### src/design/polygon_area_centroid_macros.svh
// Assertion shorthands shared by the polygon centroid design.
// Both forms sample on i_clk and are disabled while i_rst_n is low.
`ifndef POLYGON_AREA_CENTROID_MACROS_SVH
`define POLYGON_AREA_CENTROID_MACROS_SVH

// Same-cycle implication.
`define PAC_ASSERT_NOW(label, ante, cons, msg) \
    label: assert property (@(posedge i_clk) disable iff (!i_rst_n) (ante) |-> (cons)) \
        else $error(msg);

// Next-cycle implication.
`define PAC_ASSERT_NEXT(label, ante, cons, msg) \
    label: assert property (@(posedge i_clk) disable iff (!i_rst_n) (ante) |=> (cons)) \
        else $error(msg);

`endif

### src/design/pac_pkg.sv
// ----------------------------------------------------------------------------
// pac_pkg
// Shared widths, payload structs, controller states and command/status
// bundles of the polygon area and centroid accumulator.
// ----------------------------------------------------------------------------
package pac_pkg;

    localparam int IN_COORD_W        = 16;
    localparam int OUT_COORD_W       = 32;
    localparam int SUM_W             = 64;
    localparam int AREA_W            = 48;
    localparam int DEN_W             = AREA_W + 2;
    localparam int QUO_W             = 41;
    localparam int COORD_BITS_DEF    = 16;
    localparam int FRACTION_BITS_DEF = 16;

    localparam logic [QUO_W-1:0]       QUO_LIMIT = {1'b1, {(QUO_W-1){1'b0}}};
    localparam logic [OUT_COORD_W-1:0] OUT_MAX   = {1'b0, {(OUT_COORD_W-1){1'b1}}};
    localparam logic [OUT_COORD_W-1:0] OUT_MIN   = {1'b1, {(OUT_COORD_W-1){1'b0}}};
    localparam logic [SUM_W-1:0]       SUM_MAX   = {1'b0, {(SUM_W-1){1'b1}}};
    localparam logic [SUM_W-1:0]       SUM_MIN   = {1'b1, {(SUM_W-1){1'b0}}};
    localparam logic [AREA_W-1:0]      AREA_MAX  = {1'b0, {(AREA_W-1){1'b1}}};
    localparam logic [AREA_W-1:0]      AREA_MIN  = {1'b1, {(AREA_W-1){1'b0}}};

    typedef struct packed {
        logic signed [IN_COORD_W-1:0] x_coord;
        logic signed [IN_COORD_W-1:0] y_coord;
        logic                         ring_start;
        logic                         set_base;
        logic                         is_hole;
        logic                         ring_ccw;
        logic                         clear_sums;
        logic                         want_result;
    } t_pac_vertex;

    typedef struct packed {
        logic signed [OUT_COORD_W-1:0] centroid_x;
        logic signed [OUT_COORD_W-1:0] centroid_y;
        logic                          centroid_defined;
        logic                          sum_overflow;
    } t_pac_result;

    typedef enum logic [2:0] {
        ST_IDLE,
        ST_AREA,
        ST_WEIGHT,
        ST_ACCUM,
        ST_DIV_INIT,
        ST_DIV,
        ST_LOAD
    } t_pac_state;

    typedef struct packed {
        logic capture;
        logic area;
        logic weight;
        logic accum;
        logic div_init;
        logic div_step;
        logic load_out;
    } t_pac_cmd;

    typedef struct packed {
        logic want_result;
        logic area_zero;
        logic div_last;
        logic out_free;
    } t_pac_sts;

endpackage

### src/design/pac_chan_if.sv
// ----------------------------------------------------------------------------
// pac_chan_if
// Valid/ready channel carrying one payload of type T per transaction.
// ----------------------------------------------------------------------------
interface pac_chan_if #(
    parameter type T = logic
) ();
    logic valid;
    logic ready;
    T     data;

    modport source (output valid, output data, input ready);
    modport sink   (input valid, input data, output ready);
endinterface

### src/design/pac_div_lane.sv
// ----------------------------------------------------------------------------
// pac_div_lane
// Restoring divider lane: |num| * 2^F / den, one quotient bit per step,
// quotient clamped at 2^40, then signed and saturated to 32 bits.
// ----------------------------------------------------------------------------
module pac_div_lane (
    input  logic                                    i_clk,
    input  logic                                    i_init,
    input  logic                                    i_step,
    input  logic signed [pac_pkg::SUM_W-1:0]        i_num,
    input  logic                                    i_area_neg,
    input  logic        [pac_pkg::DEN_W-1:0]        i_den,
    output logic signed [pac_pkg::OUT_COORD_W-1:0]  o_quot
);
    import pac_pkg::*;

    localparam logic [QUO_W-1:0] Q_NEG_LIM = QUO_W'(64'h8000_0000);
    localparam logic [QUO_W-1:0] Q_POS_LIM = QUO_W'(64'h7fff_ffff);

    logic [SUM_W-1:0] r_num;
    logic [DEN_W-1:0] r_rem;
    logic [QUO_W-1:0] r_quo;
    logic             r_big;
    logic             r_neg;

    logic [DEN_W-1:0] n_rem;
    logic [QUO_W-1:0] n_quo;
    logic             n_big;

    logic [DEN_W:0]   w_shift;
    logic [DEN_W:0]   w_diff;
    logic             w_ge;
    logic [QUO_W:0]   w_qs;

    // Shift in the next numerator bit, trial subtract, clamp the quotient
    always_comb begin
        w_shift = {r_rem, r_num[SUM_W-1]};
        w_diff  = w_shift - {1'b0, i_den};
        w_ge    = (w_shift >= {1'b0, i_den});
        n_rem   = w_ge ? w_diff[DEN_W-1:0] : w_shift[DEN_W-1:0];
        w_qs    = {r_quo, w_ge};
        if (w_qs > {1'b0, QUO_LIMIT}) begin
            n_quo = QUO_LIMIT;
            n_big = 1'b1;
        end else begin
            n_quo = w_qs[QUO_W-1:0];
            n_big = r_big;
        end
    end

    // Load magnitude and sign, then advance one bit per step
    always_ff @(posedge i_clk) begin
        if (i_init) begin
            r_num <= i_num[SUM_W-1] ? (SUM_W'(0) - i_num) : i_num;
            r_neg <= i_num[SUM_W-1] ^ i_area_neg;
            r_rem <= '0;
            r_quo <= '0;
            r_big <= 1'b0;
        end else if (i_step) begin
            r_num <= {r_num[SUM_W-2:0], 1'b0};
            r_rem <= n_rem;
            r_quo <= n_quo;
            r_big <= n_big;
        end
    end

    // Apply sign and saturate to the output range
    always_comb begin
        if (r_neg) begin
            if (r_big || (r_quo > Q_NEG_LIM)) begin
                o_quot = OUT_MIN;
            end else begin
                o_quot = OUT_COORD_W'(0) - r_quo[OUT_COORD_W-1:0];
            end
        end else begin
            if (r_big || (r_quo > Q_POS_LIM)) begin
                o_quot = OUT_MAX;
            end else begin
                o_quot = r_quo[OUT_COORD_W-1:0];
            end
        end
    end

endmodule

### src/design/pac_dp.sv
// ----------------------------------------------------------------------------
// pac_dp
// Datapath: base and previous vertex, fan-triangle twice-area, weighted
// products, saturating sums, two divider lanes and the output register.
// ----------------------------------------------------------------------------
module pac_dp #(
    parameter int COORD_BITS    = pac_pkg::COORD_BITS_DEF,
    parameter int FRACTION_BITS = pac_pkg::FRACTION_BITS_DEF
) (
    input  logic                 i_clk,
    input  logic                 i_rst_n,
    input  pac_pkg::t_pac_cmd    i_cmd,
    input  pac_pkg::t_pac_vertex i_vertex,
    output pac_pkg::t_pac_sts    o_sts,
    output pac_pkg::t_pac_result o_res,
    output logic                 o_res_valid,
    input  logic                 i_res_ready
);
    import pac_pkg::*;

    localparam int DIFF_W    = COORD_BITS + 1;
    localparam int PROD_W    = 2 * DIFF_W;
    localparam int A2_W      = PROD_W + 1;
    localparam int C3_W      = COORD_BITS + 2;
    localparam int WP_W      = A2_W + C3_W;
    localparam int EXT_W     = (WP_W > SUM_W) ? WP_W : SUM_W + 1;
    localparam int DIV_STEPS = SUM_W + FRACTION_BITS;
    localparam int CNT_W     = $clog2(DIV_STEPS);

    // Clamp a full product to the sum width; top bit flags saturation
    function automatic logic [SUM_W:0] f_sat_prod(input logic signed [EXT_W-1:0] v);
        logic hi_ones;
        logic hi_zeros;
        hi_ones  = &v[EXT_W-1:SUM_W-1];
        hi_zeros = ~|v[EXT_W-1:SUM_W-1];
        if (hi_ones || hi_zeros) begin
            f_sat_prod = {1'b0, v[SUM_W-1:0]};
        end else begin
            f_sat_prod = {1'b1, (v[EXT_W-1] ? SUM_MIN : SUM_MAX)};
        end
    endfunction

    // Saturating add at the sum width; top bit flags saturation
    function automatic logic [SUM_W:0] f_sat_sum(input logic signed [SUM_W-1:0] a,
                                                 input logic signed [SUM_W-1:0] b);
        logic signed [SUM_W:0] s;
        s = (SUM_W+1)'(a) + (SUM_W+1)'(b);
        if (s[SUM_W] != s[SUM_W-1]) begin
            f_sat_sum = {1'b1, (s[SUM_W] ? SUM_MIN : SUM_MAX)};
        end else begin
            f_sat_sum = {1'b0, s[SUM_W-1:0]};
        end
    endfunction

    // Vertex coordinates at the configured grid width
    logic signed [COORD_BITS-1:0] w_cx;
    logic signed [COORD_BITS-1:0] w_cy;

    generate
        if (COORD_BITS <= IN_COORD_W) begin : g_coord_trunc
            assign w_cx = i_vertex.x_coord[COORD_BITS-1:0];
            assign w_cy = i_vertex.y_coord[COORD_BITS-1:0];
        end else begin : g_coord_ext
            assign w_cx = {{(COORD_BITS-IN_COORD_W){i_vertex.x_coord[IN_COORD_W-1]}},
                           i_vertex.x_coord};
            assign w_cy = {{(COORD_BITS-IN_COORD_W){i_vertex.y_coord[IN_COORD_W-1]}},
                           i_vertex.y_coord};
        end
    endgenerate

    // Architectural state
    logic signed [COORD_BITS-1:0] r_base_x, r_base_y, r_prev_x, r_prev_y;
    logic signed [SUM_W-1:0]      r_wx, r_wy;
    logic signed [AREA_W-1:0]     r_area;
    logic                         r_ovf;

    // Per-vertex working registers
    logic signed [DIFF_W-1:0]     r_dpx, r_dpy, r_dcx, r_dcy;
    logic signed [C3_W-1:0]       r_c3x, r_c3y;
    logic                         r_flip, r_tri, r_want;
    logic signed [A2_W-1:0]       r_a2;
    logic signed [SUM_W-1:0]      r_wpx, r_wpy;
    logic                         r_wpx_ovf, r_wpy_ovf;
    logic [DEN_W-1:0]             r_den;
    logic [CNT_W-1:0]             r_cnt;
    t_pac_result                  r_res;
    logic                         r_res_valid;

    logic signed [COORD_BITS-1:0] w_base_x, w_base_y;
    logic signed [PROD_W-1:0]     w_p1, w_p2;
    logic signed [A2_W-1:0]       w_a2;
    logic signed [WP_W-1:0]       w_wpx, w_wpy;
    logic [SUM_W:0]               w_satpx, w_satpy, w_sumx, w_sumy;
    logic signed [AREA_W:0]       w_area_sum;
    logic                         w_area_ovf;
    logic [AREA_W-1:0]            w_area_sat;
    logic [AREA_W-1:0]            w_amag;
    logic signed [OUT_COORD_W-1:0] w_qx, w_qy;

    // Base point after this vertex's update
    assign w_base_x = i_vertex.set_base ? w_cx : r_base_x;
    assign w_base_y = i_vertex.set_base ? w_cy : r_base_y;

    // Twice-area of the fan triangle, sign by ring role and orientation
    always_comb begin
        w_p1 = r_dpx * r_dcy;
        w_p2 = r_dcx * r_dpy;
        if (r_flip) begin
            w_a2 = A2_W'(w_p2) - A2_W'(w_p1);
        end else begin
            w_a2 = A2_W'(w_p1) - A2_W'(w_p2);
        end
    end

    // Twice-area times three times the triangle centroid, clamped to 64 bits
    always_comb begin
        w_wpx   = r_a2 * r_c3x;
        w_wpy   = r_a2 * r_c3y;
        w_satpx = f_sat_prod(EXT_W'(w_wpx));
        w_satpy = f_sat_prod(EXT_W'(w_wpy));
    end

    // Saturating accumulation
    always_comb begin
        w_sumx     = f_sat_sum(r_wx, r_wpx);
        w_sumy     = f_sat_sum(r_wy, r_wpy);
        w_area_sum = (AREA_W+1)'(r_area) + (AREA_W+1)'(r_a2);
        w_area_ovf = (w_area_sum[AREA_W] != w_area_sum[AREA_W-1]);
        w_area_sat = w_area_ovf ? (w_area_sum[AREA_W] ? AREA_MIN : AREA_MAX)
                                : w_area_sum[AREA_W-1:0];
        w_amag     = r_area[AREA_W-1] ? (AREA_W'(0) - r_area) : r_area;
    end

    // Hold state across vertices, clear and accumulate on command
    always_ff @(posedge i_clk) begin
        if (!i_rst_n) begin
            r_base_x    <= '0;
            r_base_y    <= '0;
            r_prev_x    <= '0;
            r_prev_y    <= '0;
            r_wx        <= '0;
            r_wy        <= '0;
            r_area      <= '0;
            r_ovf       <= 1'b0;
            r_cnt       <= '0;
            r_res_valid <= 1'b0;
        end else begin
            if (i_cmd.capture) begin
                r_base_x <= w_base_x;
                r_base_y <= w_base_y;
                r_prev_x <= w_cx;
                r_prev_y <= w_cy;
                if (i_vertex.clear_sums) begin
                    r_wx   <= '0;
                    r_wy   <= '0;
                    r_area <= '0;
                    r_ovf  <= 1'b0;
                end
            end
            if (i_cmd.accum && r_tri) begin
                r_wx   <= w_sumx[SUM_W-1:0];
                r_wy   <= w_sumy[SUM_W-1:0];
                r_area <= w_area_sat;
                r_ovf  <= r_ovf | r_wpx_ovf | r_wpy_ovf | w_sumx[SUM_W] | w_sumy[SUM_W]
                          | w_area_ovf;
            end
            if (i_cmd.div_init) begin
                r_cnt <= '0;
            end else if (i_cmd.div_step) begin
                r_cnt <= r_cnt + CNT_W'(1);
            end
            if (i_cmd.load_out) begin
                r_res_valid <= 1'b1;
            end else if (i_res_ready) begin
                r_res_valid <= 1'b0;
            end
        end
    end

    // Working registers, no reset needed
    always_ff @(posedge i_clk) begin
        if (i_cmd.capture) begin
            r_dpx  <= DIFF_W'(r_prev_x) - DIFF_W'(w_base_x);
            r_dpy  <= DIFF_W'(r_prev_y) - DIFF_W'(w_base_y);
            r_dcx  <= DIFF_W'(w_cx) - DIFF_W'(w_base_x);
            r_dcy  <= DIFF_W'(w_cy) - DIFF_W'(w_base_y);
            r_c3x  <= C3_W'(w_base_x) + C3_W'(r_prev_x) + C3_W'(w_cx);
            r_c3y  <= C3_W'(w_base_y) + C3_W'(r_prev_y) + C3_W'(w_cy);
            r_flip <= i_vertex.is_hole ^ i_vertex.ring_ccw;
            r_tri  <= ~i_vertex.ring_start;
            r_want <= i_vertex.want_result;
        end
        if (i_cmd.area) begin
            r_a2 <= w_a2;
        end
        if (i_cmd.weight) begin
            r_wpx     <= w_satpx[SUM_W-1:0];
            r_wpy     <= w_satpy[SUM_W-1:0];
            r_wpx_ovf <= w_satpx[SUM_W];
            r_wpy_ovf <= w_satpy[SUM_W];
        end
        if (i_cmd.div_init) begin
            r_den <= DEN_W'(w_amag) + (DEN_W'(w_amag) << 1);
        end
        if (i_cmd.load_out) begin
            r_res.centroid_x       <= (r_area == '0) ? '0 : w_qx;
            r_res.centroid_y       <= (r_area == '0) ? '0 : w_qy;
            r_res.centroid_defined <= (r_area != '0);
            r_res.sum_overflow     <= r_ovf;
        end
    end

    // Divider lanes for x and y
    pac_div_lane u_div_x (
        .i_clk      (i_clk),
        .i_init     (i_cmd.div_init),
        .i_step     (i_cmd.div_step),
        .i_num      (r_wx),
        .i_area_neg (r_area[AREA_W-1]),
        .i_den      (r_den),
        .o_quot     (w_qx)
    );

    pac_div_lane u_div_y (
        .i_clk      (i_clk),
        .i_init     (i_cmd.div_init),
        .i_step     (i_cmd.div_step),
        .i_num      (r_wy),
        .i_area_neg (r_area[AREA_W-1]),
        .i_den      (r_den),
        .o_quot     (w_qy)
    );

    // Status to the controller
    always_comb begin
        o_sts.want_result = r_want;
        o_sts.area_zero   = (r_area == '0);
        o_sts.div_last    = (r_cnt == CNT_W'(DIV_STEPS - 1));
        o_sts.out_free    = ~r_res_valid | i_res_ready;
    end

    assign o_res       = r_res;
    assign o_res_valid = r_res_valid;

endmodule

### src/design/pac_ctrl.sv
// ----------------------------------------------------------------------------
// pac_ctrl
// Controller: sequences capture, area, weight and accumulate per vertex,
// then the divide (skipped for zero area) and the output load when a result is requested.
// ----------------------------------------------------------------------------
`include "polygon_area_centroid_macros.svh"

module pac_ctrl (
    input  logic              i_clk,
    input  logic              i_rst_n,
    input  logic              i_in_valid,
    output logic              o_in_ready,
    input  pac_pkg::t_pac_sts i_sts,
    output pac_pkg::t_pac_cmd o_cmd
);
    import pac_pkg::*;

    t_pac_state r_state;
    t_pac_state n_state;

    // State register
    always_ff @(posedge i_clk) begin
        if (!i_rst_n) begin
            r_state <= ST_IDLE;
        end else begin
            r_state <= n_state;
        end
    end

    // Next state and commands
    always_comb begin
        n_state    = r_state;
        o_cmd      = '0;
        o_in_ready = 1'b0;
        case (r_state)
            ST_IDLE: begin
                o_in_ready = 1'b1;
                if (i_in_valid) begin
                    o_cmd.capture = 1'b1;
                    n_state       = ST_AREA;
                end
            end
            ST_AREA: begin
                o_cmd.area = 1'b1;
                n_state    = ST_WEIGHT;
            end
            ST_WEIGHT: begin
                o_cmd.weight = 1'b1;
                n_state      = ST_ACCUM;
            end
            ST_ACCUM: begin
                o_cmd.accum = 1'b1;
                n_state     = i_sts.want_result ? ST_DIV_INIT : ST_IDLE;
            end
            ST_DIV_INIT: begin
                if (i_sts.area_zero) begin
                    n_state = ST_LOAD;
                end else begin
                    o_cmd.div_init = 1'b1;
                    n_state        = ST_DIV;
                end
            end
            ST_DIV: begin
                o_cmd.div_step = 1'b1;
                if (i_sts.div_last) begin
                    n_state = ST_LOAD;
                end
            end
            ST_LOAD: begin
                if (i_sts.out_free) begin
                    o_cmd.load_out = 1'b1;
                    n_state        = ST_IDLE;
                end
            end
            default: begin
                n_state = ST_IDLE;
            end
        endcase
    end

    `PAC_ASSERT_NEXT(a_accept_starts_area, i_in_valid && o_in_ready, r_state == ST_AREA, "accepted vertex did not start area step")
    `PAC_ASSERT_NEXT(a_div_ends_in_load, (r_state == ST_DIV) && i_sts.div_last, r_state == ST_LOAD, "divide did not finish into load")
    `PAC_ASSERT_NEXT(a_zero_area_skips_div, (r_state == ST_DIV_INIT) && i_sts.area_zero, r_state == ST_LOAD, "zero area did not skip the divide")
    `PAC_ASSERT_NOW(a_load_needs_free_slot, o_cmd.load_out, i_sts.out_free && (r_state == ST_LOAD), "result loaded into occupied output")

endmodule

### src/design/polygon_area_centroid.sv
// Vertex without a result request: capture, area, weight and accumulate, then ready again.
// With a result: accumulate, divide init, one divide step per quotient bit, then the load
// into the output register, which waits for the output to free before returning to ready.
// Zero total area skips the divide: divide init goes straight to the load.
// Output register holds a result while the next vertex is accepted.
// Synchronous active-low reset zeroes base, previous vertex, sums and flags.
// ----------------------------------------------------------------------------
// polygon_area_centroid
// Area-weighted polygon centroid over a stream of ring vertices: fan
// triangle accumulation with saturation, centroid divide on request.
// ----------------------------------------------------------------------------
module polygon_area_centroid #(
    parameter int COORD_BITS    = pac_pkg::COORD_BITS_DEF,
    parameter int FRACTION_BITS = pac_pkg::FRACTION_BITS_DEF
) (
    input  logic       i_clk,
    input  logic       i_rst_n,
    pac_chan_if.sink   i_vertex,
    pac_chan_if.source o_result
);
    import pac_pkg::*;

    t_pac_cmd    w_cmd;
    t_pac_sts    w_sts;
    t_pac_vertex w_vertex;
    t_pac_result w_res;
    logic        w_in_ready;
    logic        w_res_valid;
    logic        w_res_ready;

    // Channel hookup
    assign w_vertex       = i_vertex.data;
    assign i_vertex.ready = w_in_ready;
    assign o_result.data  = w_res;
    assign o_result.valid = w_res_valid;
    assign w_res_ready    = o_result.ready;

    pac_ctrl u_ctrl (
        .i_clk      (i_clk),
        .i_rst_n    (i_rst_n),
        .i_in_valid (i_vertex.valid),
        .o_in_ready (w_in_ready),
        .i_sts      (w_sts),
        .o_cmd      (w_cmd)
    );

    pac_dp #(
        .COORD_BITS    (COORD_BITS),
        .FRACTION_BITS (FRACTION_BITS)
    ) u_dp (
        .i_clk       (i_clk),
        .i_rst_n     (i_rst_n),
        .i_cmd       (w_cmd),
        .i_vertex    (w_vertex),
        .o_sts       (w_sts),
        .o_res       (w_res),
        .o_res_valid (w_res_valid),
        .i_res_ready (w_res_ready)
    );

endmodule
### src/flat_wrapper.sv
// flat-port wrapper written by rule: the top's interface ports become plain ports
module polygon_area_centroid_flat import pac_pkg::*;
#(
    parameter int COORD_BITS    = pac_pkg::COORD_BITS_DEF,
    parameter int FRACTION_BITS = pac_pkg::FRACTION_BITS_DEF
)
  (i_clk, i_rst_n, i_vertex_valid, i_vertex_data, i_vertex_ready, o_result_valid, o_result_data, o_result_ready);
  pac_chan_if i_vertex_i ();
  pac_chan_if o_result_i ();
  input  logic i_clk;
  input  logic i_rst_n;
  input wire logic [$bits(i_vertex_i.valid)-1:0] i_vertex_valid;
  input wire logic [$bits(i_vertex_i.data)-1:0] i_vertex_data;
  output wire logic [$bits(i_vertex_i.ready)-1:0] i_vertex_ready;
  output wire logic [$bits(o_result_i.valid)-1:0] o_result_valid;
  output wire logic [$bits(o_result_i.data)-1:0] o_result_data;
  input wire logic [$bits(o_result_i.ready)-1:0] o_result_ready;
  assign i_vertex_i.valid = i_vertex_valid;
  assign i_vertex_i.data = i_vertex_data;
  assign i_vertex_ready = i_vertex_i.ready;
  assign o_result_valid = o_result_i.valid;
  assign o_result_data = o_result_i.data;
  assign o_result_i.ready = o_result_ready;
  polygon_area_centroid #(.COORD_BITS(COORD_BITS), .FRACTION_BITS(FRACTION_BITS)) u_core (.i_clk(i_clk), .i_rst_n(i_rst_n), .i_vertex(i_vertex_i), .o_result(o_result_i));
endmodule
### config.mk
export PLATFORM = sky130hd
export DESIGN_NAME = polygon_area_centroid_flat
export DESIGN_NICKNAME = d
export VERILOG_FILES = /design/src/design/pac_pkg.sv /design/src/design/pac_chan_if.sv /design/src/design/pac_div_lane.sv /design/src/design/pac_dp.sv /design/src/design/pac_ctrl.sv /design/src/design/polygon_area_centroid.sv /design/src/flat_wrapper.sv
export VERILOG_INCLUDE_DIRS = /design/src /design/src/design
export SDC_FILE = /design/constraint.sdc
export NUM_CORES = 1
export LEC_CHECK = 0
export BUFFER_PORTS_ARGS = -buffer_cell sky130_fd_sc_hd__buf_2
export CAP_MARGIN = 20
export CORE_MARGIN = 5
export CORE_UTILIZATION = 27
export CTS_CLUSTER_DIAMETER = 120
export DETAILED_ROUTE_END_ITERATION = 6
export HOLD_SLACK_MARGIN = 0.05
export PLACE_DENSITY = 0.46
export SYNTH_ARGS = -nofsm -noshare
export SYNTH_HDL_FRONTEND = slang
export SYNTH_SLANG_ARGS = --single-unit
### constraint.sdc
create_clock -name i_clk -period 1.8 [get_ports i_clk]
set_input_delay 0.18 -clock i_clk [delete_from_list [all_inputs] [get_ports i_clk]]
set_output_delay 0.18 -clock i_clk [all_outputs]
set_load 0.1 [all_outputs]
; ---- Yosys cells after proc, flatten, opt, wreduce, memory -nomap -nowiden
; Cells that the tools add are included.
[totals]
reg_bits = 12
inputBits = 5
out_inout_bits = 3
[classes]
add_sub_neg = 1
eq_ne = 10
n_mux = 13
bitwise_logic = 2
n_reduce_logical = 3
[ops]
columns = operator, n
row1 = 3-bit one-hot mux with 7 select lines, 1
row2 = 3-bit 2-to-1 mux, 4
row3 = 3-bit == test (second input constant), 3
row4 = 1-bit 2-to-1 mux, 8
row5 = 7-bit by 1-bit adder with 7-bit output (second input constant), 1
row6 = 7-bit == test (second input constant), 1
row7 = 3-bit by 2-bit == test with 1-bit output (second input constant), 2
row8 = 2-bit inequality test (second input constant), 3
row9 = 3-bit by 1-bit == test with 1-bit output (second input constant), 1
row10 = 3-bit logical NOT, 1
row11 = 3-bit AND reduction, 1
row12 = 2-bit nonzero test, 1
row13 = 1-bit NOT, 1
row14 = 1-bit OR, 1

; ---- Logic depth before layout (Yosys ltp)
; Gate-level depths: netlist (run 1).
[depth]
depth_word = 5
ltp_mapped = 4
depth_no_buf = 4

; ---- Hierarchy
; From an unflattened synthesis (run 1), not the netlist that was laid out.
[hier_totals]
hier_cells = 14929
hier_area_um2 = 130775.4
[by_module_without_submodules]
columns = module, instances, cells_per_inst, area_per_inst_um2
row1 = pac_dp, 1, 11956, 106777.4
row2 = pac_div_lane, 2, 1470, 11838.9
row3 = pac_ctrl, 1, 32, 316.6
row4 = polygon_area_centroid, 1, 1, 3.8

; ---- Worst setup path before layout (run 1)
; OpenSTA, ideal clock, no wires.
[synth_timing]
kind = register -> register
from = register u_core.u_ctrl.r_state[2]
to = register u_core.u_dp.r_want, enable pin
setup_time_ns = 0.301
t_arrival_ns = 2.914
required_ns = 1.499
setup_slack_ns = -1.415
stages_incl_launch_ff = 4
path_cell_list = dfxtp_1 -> buf_2 -> nor3_1 -> and2_1
[synth_lines]
columns = element, line_no
row1 = from (decl), pac_ctrl.sv:18  ; t_pac_state r_state;
row2 = from (signal assigned), pac_ctrl.sv:26  ; r_state <= n_state;
row3 = to (signal assigned), pac_dp.sv:191  ; r_want <= i_vertex.want_result;
row4 = to (decl), pac_dp.sv:80  ; logic r_flip, r_tri, r_want;

; ---- Worst setup path in the final report (run 1)
[layout_timing]
from = register u_core.u_ctrl.r_state[2]
to = output i_vertex_ready
[layout_via]
elab_chain_cells = 2
[layout_lines]
columns = element, line_no
row1 = 3-bit logical NOT, pac_ctrl.sv:35  ; case (r_state)
row2 = 1-bit 2-to-1 mux, pac_ctrl.sv:35
row3 = to (decl), flat_wrapper.sv:14  ; output wire logic [$bits(i_vertex_i.ready)-1:0] i_vertex_ready;
; No other way between the ends.

==> qor.yml, run 1 <==
finalWorstSetupSlack_ps: 232.7
timing.fmax_mhz: 638.0
swShare_pct: 27.24
drt_iter0_markers: 8
seqPwrFrac_pct: 50.4
drtAntennaViolNets: 0
track_usage_pct: 7.594
cts_buffer_depth: 2
cts_setup_buffers: 0
finalHoldViolations: 0
power.density_mw_per_mm2: 869.0
ys_seq_area_share_pct: 43.01
start_util_pct: 29.06
grt_max_degree: 11
tns_ps: 0
die_area_mm2: 0.003183
die_x_um: 56.42
final-setup-viol-count: 0
wire_per_inst_um: 10.91
htreeDepth: 1
fin_util_pct: 33.44
place_ws_ps: 350.8
post_dp_cell_area_um2: 633.1
comb_power_share_pct: 13.7
worstPathMaxFanout: 7
layout_commonest_cell: "dfxtp_1"
vias: 471
coreArea_mm2: 0.002002
yosys.area.top_type: "dfxtp_1"
drv_cap: 0
syn_avg_cell_area_um2: 9.235
grt_overflow: 0
firstDrtPassIters: 4
synthesis.nets: 69
syn_inst: 63
p_clk_share_pct: 35.9
status: "complete, no violations"
cts_inserted_buffers: 3
clk_pin_slew_ps: 70
end_kind: "output pin"
clock-sinks: 12
leakage_nw: 0.2628
multi_input_area_um2: 304.0
rsz0062_at_grt: "no"
holdCritPathClass: "input port to flop"
wirelength_mm: 1.058
io_buffers: 6
place.gp.congestion: 0.6557
rows: 16
synth_cell_type_count: 33
synth_top_area_share_pct: 37.85
drc: 0
n_antenna_cell: 0
final.period_utilization_pct: 87.07
pin_count: 8
ys_ff_latch: 12
switching_power_mw: 0.1585
grt_pass1_vias: 435
drv_slew: 0
register_area_um2: 250.2
ir_worst_vdd_uv: 601.6
area_growth_pct: 15.05
fin_hold_ws_ps: 87.30
fin_crit_ps: 1567
fin_skew_ps: 4.067
cts-root-buf: "clkbuf_4"
cp.arrival_ps: 1390
netlist_area_um2: 581.8
mostFrequentLayoutCells: "dfxtp_1 (11), buf_2 (6), nand2_1 (5), a21oi_1 (5), nor2_1 (4)"
path_class: "flop to output pin"
grt_pass1_wl_mm: 1.849
hpwl_um: 795.8
yosysWarnings: 0
postLayoutCellArea_um2: 669.4
layout-drive-gt1-share_pct: 20.00
crit_required_ps: 1620
grt_antenna_before_repair: 0
cts_repair_resize_count: 0
synthTopCellsByArea: "dfxtp_1 (38%), edfxtp_1 (5.2%), a21oi_1 (4.3%), nand3b_4 (3.4%), nand2_1 (3.2%)"
finalNetCount: 77
fill_cells: 225
p_int_mw: 0.4232
vias_per_cell: 4.856
clock_latency_ps: 270
fp.dieH_um: 56.42
start_kind: "flop"
cts_tree: "yes"
hold_buffers: 0
kinds of logic after synthesis:
group,Yosys count,share of synthesized area (%)
buffers and inverters,6,6.664
muxes,1,1.720
other,1,0.6445
DFF,12,43.01
and+or+nand+nor,25,26.24
AOI/OAI and AO/OA,15,16.56
xor gates and xnor gates,2,3.011
adders and majority gates,1,2.150
power groups by stage:
| stage | clock (mW) | sequential (mW) | combinational (mW) |
|---|---|---|---|
| final | 0.209 | 0.293 | 0.0798 |
| after global routing | 0.236 | 0.295 | 0.0846 |
| after CTS | 0.215 | 0.293 | 0.0812 |
| after detailed placement | 0 | 0.299 | 0.0807 |
| after global placement | 0 | 0.300 | 0.0812 |
| after floorplan | 0 | 0.286 | 0.0879 |
worst paths after layout:
check,startpoint,end,slack (ps),depth (start not counted)
max reg2reg,u_core.u_ctrl.r_state[0],u_core.u_dp.r_cnt[5],340,3
min reg2reg,u_core.u_dp.r_cnt[3],u_core.u_dp.r_cnt[3],510,2
min,i_vertex_data,u_core.u_dp.r_want,90,1
max,u_core.u_ctrl.r_state[2],i_vertex_ready,230,3
layer usage:
metal / wire (µm) / global-route usage, % / vias up
met3: 80 / 4.358 / 2
met4: 14 / 4.407 / 0
li1: - / - / 242
met5: 0 / 0 / -
met2: 470 / 11.22 / 16
met1: 492 / 8.391 / 211
stage by stage:
| step | power (mW) | std cells |
|---|---|---|
| 6_report | 0.5817 | 97 |
| 5_1_grt | 0.6149 | 97 |
| 4_1_cts | 0.5894 | 97 |
| 3_5_place_dp | 0.3797 | 93 |
| 3_3_place_gp | 0.3811 | 93 |
| 2_1_floorplan | 0.3739 | 63 |
cell type report:
cell class / count / share of cell area (%)
clock buffer: 4 / 5.421
inverter: 2 / 1.121
tap: 27 / 5.047
sequential: 12 / 37.38
multi-input combinational: 45 / 45.42
timing repair buffer: 7 / 5.607
registers in the layout, summed over array words and instances (netlist names):
register / flops
u_core.u_dp.r_want: 1
u_core.u_dp.r_cnt: 7
u_core.u_ctrl.r_state: 3
u_core.u_dp.o_res_valid: 1
Yosys cell counts:
cell type and n:
buf_2 1, nand3b_4 1, xor2_1 2, conb_1 1
o31a_1 1, nand4b_1 2, dfxtp_1 11, nor2_1 4
nor3_1 1, o21a_1 1, nand2b_1 1, nor4_1 2
a211oi_1 1, o21ai_0 3, buf_6 1, nand2_1 5
o31ai_1 2, nand3b_1 1, or3_1 1, o211a_1 1
or4_1 1, clkinv_1 1, inv_1 1, o211ai_1 1
a21oi_1 5, ha_1 1, and2_1 1, edfxtp_1 1
nand3_1 3, or3_2 1, nor3b_1 1, buf_4 2
mux2i_1 1
critical path: stages, from the launching register on:
cell and delay, ps:
dfxtp_1 350, buf_4 180, nor3_4 140, buf_2 450
No activity file was read; power rests on OpenSTA's default activity.
==> run 2, diff against run 1 <==
--- a/config.mk
+++ b/config.mk
@@ -9,4 +9,6 @@
 export BUFFER_PORTS_ARGS = -buffer_cell sky130_fd_sc_hd__buf_2
 export CAP_MARGIN = 20
+export CELL_PAD_IN_SITES_DETAIL_PLACEMENT = 2
+export CELL_PAD_IN_SITES_GLOBAL_PLACEMENT = 2
 export CORE_MARGIN = 5
 export CORE_UTILIZATION = 27
@@ -14,5 +16,5 @@
 export DETAILED_ROUTE_END_ITERATION = 6
 export HOLD_SLACK_MARGIN = 0.05
-export PLACE_DENSITY = 0.46
+export PLACE_DENSITY = 0.65
 export SYNTH_ARGS = -nofsm -noshare
 export SYNTH_HDL_FRONTEND = slang
==> constraint.sdc (replaced) <==
create_clock -name i_clk -period 1.8 [get_ports i_clk]
set_input_delay 0.09 -clock i_clk [delete_from_list [all_inputs] [get_ports i_clk]]
set_output_delay 0.09 -clock i_clk [all_outputs]
set_load 0.1 [all_outputs]
==> qor.yml, run 2 (synthesis gave the netlist of run 1 again) <==
status: "complete, no violations"  # unchanged
cp_cell_sequence: "nand3b_4 -> or4_1 -> a21oi_1"  # was buf_4 -> nor3_4 -> buf_2
post_dp_cell_area_um2: 625.6  # was 633.1 µm²
layout-drive-gt1-share_pct: 18.57  # was 20.00%
fin_util_pct: 33.56  # was 33.44%
use_met3_pct: 5.734  # was 4.358%
finalNetCount: 77  # unchanged
clock_latency_ps: 270  # about the same
htreeDepth: 1  # unchanged
die_area_mm2: 0.003183  # unchanged
reg2reg_to: "u_core.u_dp.r_cnt[5]"  # unchanged
critPathTopFamily: "simple AND/OR/NAND/NOR gates"  # was buffers and inverters
drv_cap: 0  # unchanged
rows: 16  # unchanged
drv_slew: 0  # unchanged
mostFrequentLayoutCells: "dfxtp_1 (11), buf_2 (6), nand2_1 (5), a21oi_1 (5), nor2_1 (4)"  # unchanged
grt_antenna_before_repair: 0  # unchanged
coreArea_mm2: 0.002002  # unchanged
clock-sinks: 12  # unchanged
vias: 492  # was 471
worstPathMaxFanout: 9  # was 7
cp.depth: 3  # unchanged
largest_reg_flops: 7  # unchanged
finalHoldViolations: 0  # unchanged
crit_start: "u_core.u_ctrl.r_state[0]"  # was u_core.u_ctrl.r_state[2]
regToRegStartpoint: "u_core.u_ctrl.r_state[0]"  # unchanged
setup.worst_path.end: "u_core.u_dp.r_cnt[5]"  # was i_vertex_ready
firstDrtPassIters: 4  # unchanged
ir_worst_vdd_uv: 379.2  # was 601.6 µV
postLayoutCellArea_um2: 671.9  # was 669.4 µm²
end_kind: "flop"  # was output pin
busiest_layer: "met1"  # was met2
grt_max_degree: 11  # unchanged
cts_setup_buffers: 0  # unchanged
top_regs: "u_core.u_dp.r_cnt x7, u_core.u_ctrl.r_state x3"  # unchanged
crit_path_max_incr_delay_ps: 580  # was 450 ps
use_met1_pct: 13.19  # was 8.391%
drt_iter0_markers: 5  # was 8
wirelength_mm: 1.350  # was 1.058 mm
cts_repair_resize_count: 0  # unchanged
clk_pin_slew_ps: 80  # was 70 ps
grt_overflow: 0  # unchanged
grt_use_met2_pct: 13.04  # was 11.22%
leakage_nw: 0.2616  # was 0.2628 nW
pin_count: 8  # unchanged
vias_per_cell: 5.072  # was 4.856
start_util_pct: 29.06  # unchanged
power.density_mw_per_mm2: 884.9  # was 869.0 mW/mm²
fin_hold_ws_ps: 64.43  # was 87.30 ps
cts_tree: "yes"  # unchanged
place.gp.congestion: 0.6374  # was 0.6557
cts-root-buf: "clkbuf_4"  # unchanged
io_buffers: 6  # unchanged
rr_worst_depth: 3  # unchanged
grt_pass1_wl_mm: 2.394  # was 1.849 mm
start_kind: "flop"  # unchanged
cts_buffer_depth: 2  # unchanged
hpwl_um: 945.4  # was 795.8 µm
timing.fmax_mhz: 661.0  # was 638.0 MHz
n_antenna_cell: 0  # unchanged
area_growth_pct: 15.48  # was 15.05%
finalWorstSetupSlack_ps: 287.2  # was 232.7 ps
drc: 0  # unchanged
die_x_um: 56.42  # unchanged
crit_buf_inv: 0  # was 2
track_usage_pct: 9.854  # was 7.594%
final.period_utilization_pct: 84.05  # was 87.07%
wire_per_inst_um: 13.92  # was 10.91 µm
grt_pass1_vias: 479  # was 435
fin_crit_ps: 1513  # was 1567 ps
layout_commonest_cell: "dfxtp_1"  # unchanged
crit_required_ps: 2000  # was 1620 ps
fp.dieH_um: 56.42  # unchanged
drtAntennaViolNets: 0  # unchanged
holdCritPathClass: "input port to flop"  # unchanged
fill_cells: 242  # was 225
tns_ps: 0  # unchanged
hp-start: "i_rst_n"  # was i_vertex_data
rsz0062_at_grt: "no"  # unchanged
final-setup-viol-count: 0  # unchanged
critPathSlowestCell: "dfxtp_1"  # was buf_2
place_ws_ps: 300.1  # was 350.8 ps
largest-register: "u_core.u_dp.r_cnt"  # unchanged
path_class: "flop to flop"  # was flop to output pin
cp.arrival_ps: 1720  # was 1390 ps
r2r_setup_slack_ps: 290  # was 340 ps
cts_inserted_buffers: 3  # unchanged
fin_skew_ps: 2.262  # was 4.067 ps
## run 2: changes by cell type in the layout (fill, tap and decap cells not counted), sizes merged
cell         change
buf              -1
dlygate4sd3      +1
## run 2: how the worst min path moves through the flow
stage	end	slack, ps	cells after the start
after floorplan	u_core.u_dp.r_want	190	0
after global placement	u_core.u_dp.r_want	270	1
after detailed placement	u_core.u_dp.r_want	270	1
after CTS	u_core.u_dp.r_cnt[6]	60	2
after global routing	u_core.u_dp.r_cnt[6]	70	2
final	u_core.u_dp.r_cnt[6]	60	2
## run 2: repair_timing
action / 4_1_cts / 5_1_grt
setup endpoints to repair: 0 / 0
hold buffers: 1 / 0
endpoints found under the hold margin: 1 / 0
## run 2: cell type report
type                    instances  area (µm²)  area share (%)
clock buffers                   4       36.28           5.400
inverters                       2       7.507           1.117
multi-input cells              45       304.0           45.25
flip-flops and latches         12       250.2           37.24
well taps                      27       33.78           5.028
repair buffers                  7       40.04           5.959
## run 2: per-layer routing
metal | up-vias | share of wire [%]
met5 | - | 0
met4 | 0 | 0
met3 | 0 | 5.7
met2 | 10 | 42
met1 | 240 | 52
li1 | 242 | -
## run 2: report_power, final
part	internal, mW	switching, mW	leakage (nW)	total, mW
registers	0.277	0.0178	0.0985	0.295
clock network	0.123	0.0959	0.0210	0.219
logic	0.0241	0.0569	0.142	0.0809
## run 2: stage by stage
| step | power (mW) | std cells |
|---|---|---|
| CTS | 0.6074 | 97 |
| floorplan | 0.3739 | 63 |
| detailed placement | 0.3812 | 92 |
| global route | 0.6344 | 97 |
| global placement | 0.3806 | 92 |
| finish | 0.5946 | 97 |
==> run 3, diff against run 2 <==
Clock period 1.8 ns to 1.6 ns, I/O delays scaled along.
==> qor.yml, run 3 (synthesis gave the netlist of run 1 again) <==
io_buffers: 6  # unchanged
cts_setup_buffers: 0  # unchanged
drc: 0  # unchanged
drv_slew: 0  # unchanged
grt_max_degree: 11  # unchanged
power.density_mw_per_mm2: 921.8  # was 884.9 mW/mm²
end_kind: "output pin"  # was flop
die_area_mm2: 0.003183  # unchanged
power_mw: 0.6401  # was 0.5946 mW
final-setup-viol-count: 0  # unchanged
reg2reg_to: "u_core.u_dp.r_cnt[5]"  # unchanged
worstHoldEndpoint: "u_core.u_dp.r_cnt[6]"  # unchanged
holdCritPathClass: "input port to flop"  # unchanged
start_kind: "flop"  # unchanged
critPathTopFamily: "buffers and inverters"  # was simple AND/OR/NAND/NOR gates
crit_buf_inv: 2  # was 0
wl_met1_um: 720  # was 701 µm
top_regs: "u_core.u_dp.r_cnt x7, u_core.u_ctrl.r_state x3"  # unchanged
clock-sinks: 12  # unchanged
cts_tree: "yes"  # unchanged
postLayoutCellArea_um2: 694.4  # was 671.9 µm²
rows: 16  # unchanged
fin_crit_ps: 1445
largest-register: "u_core.u_dp.r_cnt"  # unchanged
area_growth_pct: 19.35  # was 15.48%
mostFrequentLayoutCells: "dfxtp_1 (11), nand2_1 (5), a21oi_1 (5), buf_2 (5)"  # was dfxtp_1 (11), buf_2 (6), nand2_1 (5), a21oi_1 (5), nor2_1 (4)
wl_met2_um: 612  # was 571 µm
hp-start: "i_rst_n"  # unchanged
cts-root-buf: "clkbuf_4"  # unchanged
rsz0062_at_grt: "no"  # unchanged
top_layer: "met4"  # was met3
start_util_pct: 29.06  # unchanged
layout_commonest_cell: "dfxtp_1"  # unchanged
grt_pass1_wl_mm: 2.504  # was 2.394 mm
clock_latency_ps: 280  # was 270 ps
firstDrtPassIters: 2  # was 4
finalWorstSetupSlack_ps: 155.4  # was 287.2 ps
pin_count: 8  # unchanged
fin_hold_ws_ps: 65.08  # was 64.43 ps
cts_inserted_buffers: 3  # unchanged
final.period_utilization_pct: 90.29
leakage_nw: 0.2761  # was 0.2616 nW
die_x_um: 56.42  # unchanged
rr_worst_depth: 3  # unchanged
cp.arrival_ps: 1360  # was 1720 ps
multi_input_area_um2: 304.0  # unchanged
post_dp_cell_area_um2: 655.6  # was 625.6 µm²
layout-drive-gt1-share_pct: 21.62  # was 18.57%
coreArea_mm2: 0.002002  # unchanged
clk_pin_slew_ps: 90  # was 80 ps
cts_buffer_depth: 2  # unchanged
register_area_um2: 250.2  # unchanged
status: "complete, no violations"  # unchanged
wirelength_mm: 1.427  # was 1.350 mm
finalNetCount: 81  # was 77
hpwl_mm: 1.058  # was 945.4 µm
grt_antenna_before_repair: 0  # unchanged
largest_reg_flops: 7  # unchanged
regToRegStartpoint: "u_core.u_ctrl.r_state[1]"  # was u_core.u_ctrl.r_state[0]
wl_met3_um: 54  # was 77 µm
vias_per_cell: 4.891  # was 5.072
n_antenna_cell: 0  # unchanged
fp.dieH_um: 56.42  # unchanged
track_usage_pct: 10.34  # was 9.854%
tns_ps: 0  # unchanged
grt_pass1_vias: 543  # was 479
fin_skew_ps: 9.878  # was 2.262 ps
crit_path_max_incr_delay_ps: 400  # was 580 ps
htreeDepth: 1  # unchanged
worstPathMaxFanout: 7  # was 9
vias: 494  # was 492
timing.fmax_mhz: 692.2
drv_cap: 0  # unchanged
wire_per_inst_um: 14.13  # was 13.92 µm
finalHoldViolations: 0  # unchanged
path_class: "flop to output pin"  # was flop to flop
ir_worst_vdd_uv: 381.7  # was 379.2 µV
holdPathStages: 2  # unchanged
fill_cells: 234  # was 242
place.gp.congestion: 0.7079  # was 0.6374
crit_required_ps: 1520  # was 2000 ps
grt_overflow: 0  # unchanged
r2r_setup_slack_ps: 190  # was 290 ps
drt_iter0_markers: 2  # was 5
cp_cell_sequence: "buf_4 -> nor3_4 -> clkbuf_4"  # was nand3b_4 -> or4_1 -> a21oi_1
place_ws_ps: 210.9  # was 300.1 ps
drtAntennaViolNets: 0  # unchanged
critPathSlowestCell: "dfxtp_1"  # unchanged
-- run 3: power breakdown --
group / switching [mW] / internal, mW / total [mW]
Sequential: 0.0146 / 0.312 / 0.326
Combinational: 0.0718 / 0.0346 / 0.106
Clock: 0.111 / 0.0966 / 0.207
-- run 3: how the worst max path moves through the flow --
stage	startpoint	slack [ps]	end	depth (start not counted)
after floorplan	u_core.u_ctrl.r_state[1]	-180	u_core.u_dp.r_want	3
after global placement	u_core.u_ctrl.r_state[1]	230	u_core.u_dp.r_cnt[5]	3
after detailed placement	u_core.u_ctrl.r_state[1]	210	u_core.u_dp.r_cnt[5]	3
after CTS	u_core.u_ctrl.r_state[2]	40	i_vertex_ready	3
after global routing	u_core.u_ctrl.r_state[2]	80	i_vertex_ready	3
final	u_core.u_ctrl.r_state[2]	160	i_vertex_ready	3
-- run 3: through the flow --
stage | util, % | cells
after floorplan | - | 63
after global placement | 32.75 | 96
after detailed placement | 32.75 | 96
after CTS | 34.56 | 101
after global routing | 34.69 | 101
final | 34.69 | 101
-- run 3: metal layers --
layer | global-route usage [%] | vias up
met3 | 3.211 | 4
li1 | - | 249
met2 | 14.85 | 7
met1 | 12.97 | 234
met5 | 0 | -
met4 | 7.119 | 0
-- run 3: timing repair --
item,4_1_cts,5_1_grt
gates resized for setup,0,1
hold buffers,1,0
endpoints found under the hold margin,1,0
setup endpoints to repair,0,1
-- run 3: final cells by class --
cell class	count	share of cell area (%)
sequential	12	36.04
clock buffer	4	3.784
inverter	2	1.081
multi-input combinational	45	43.78
timing repair buffer	11	10.45
tap	27	4.865
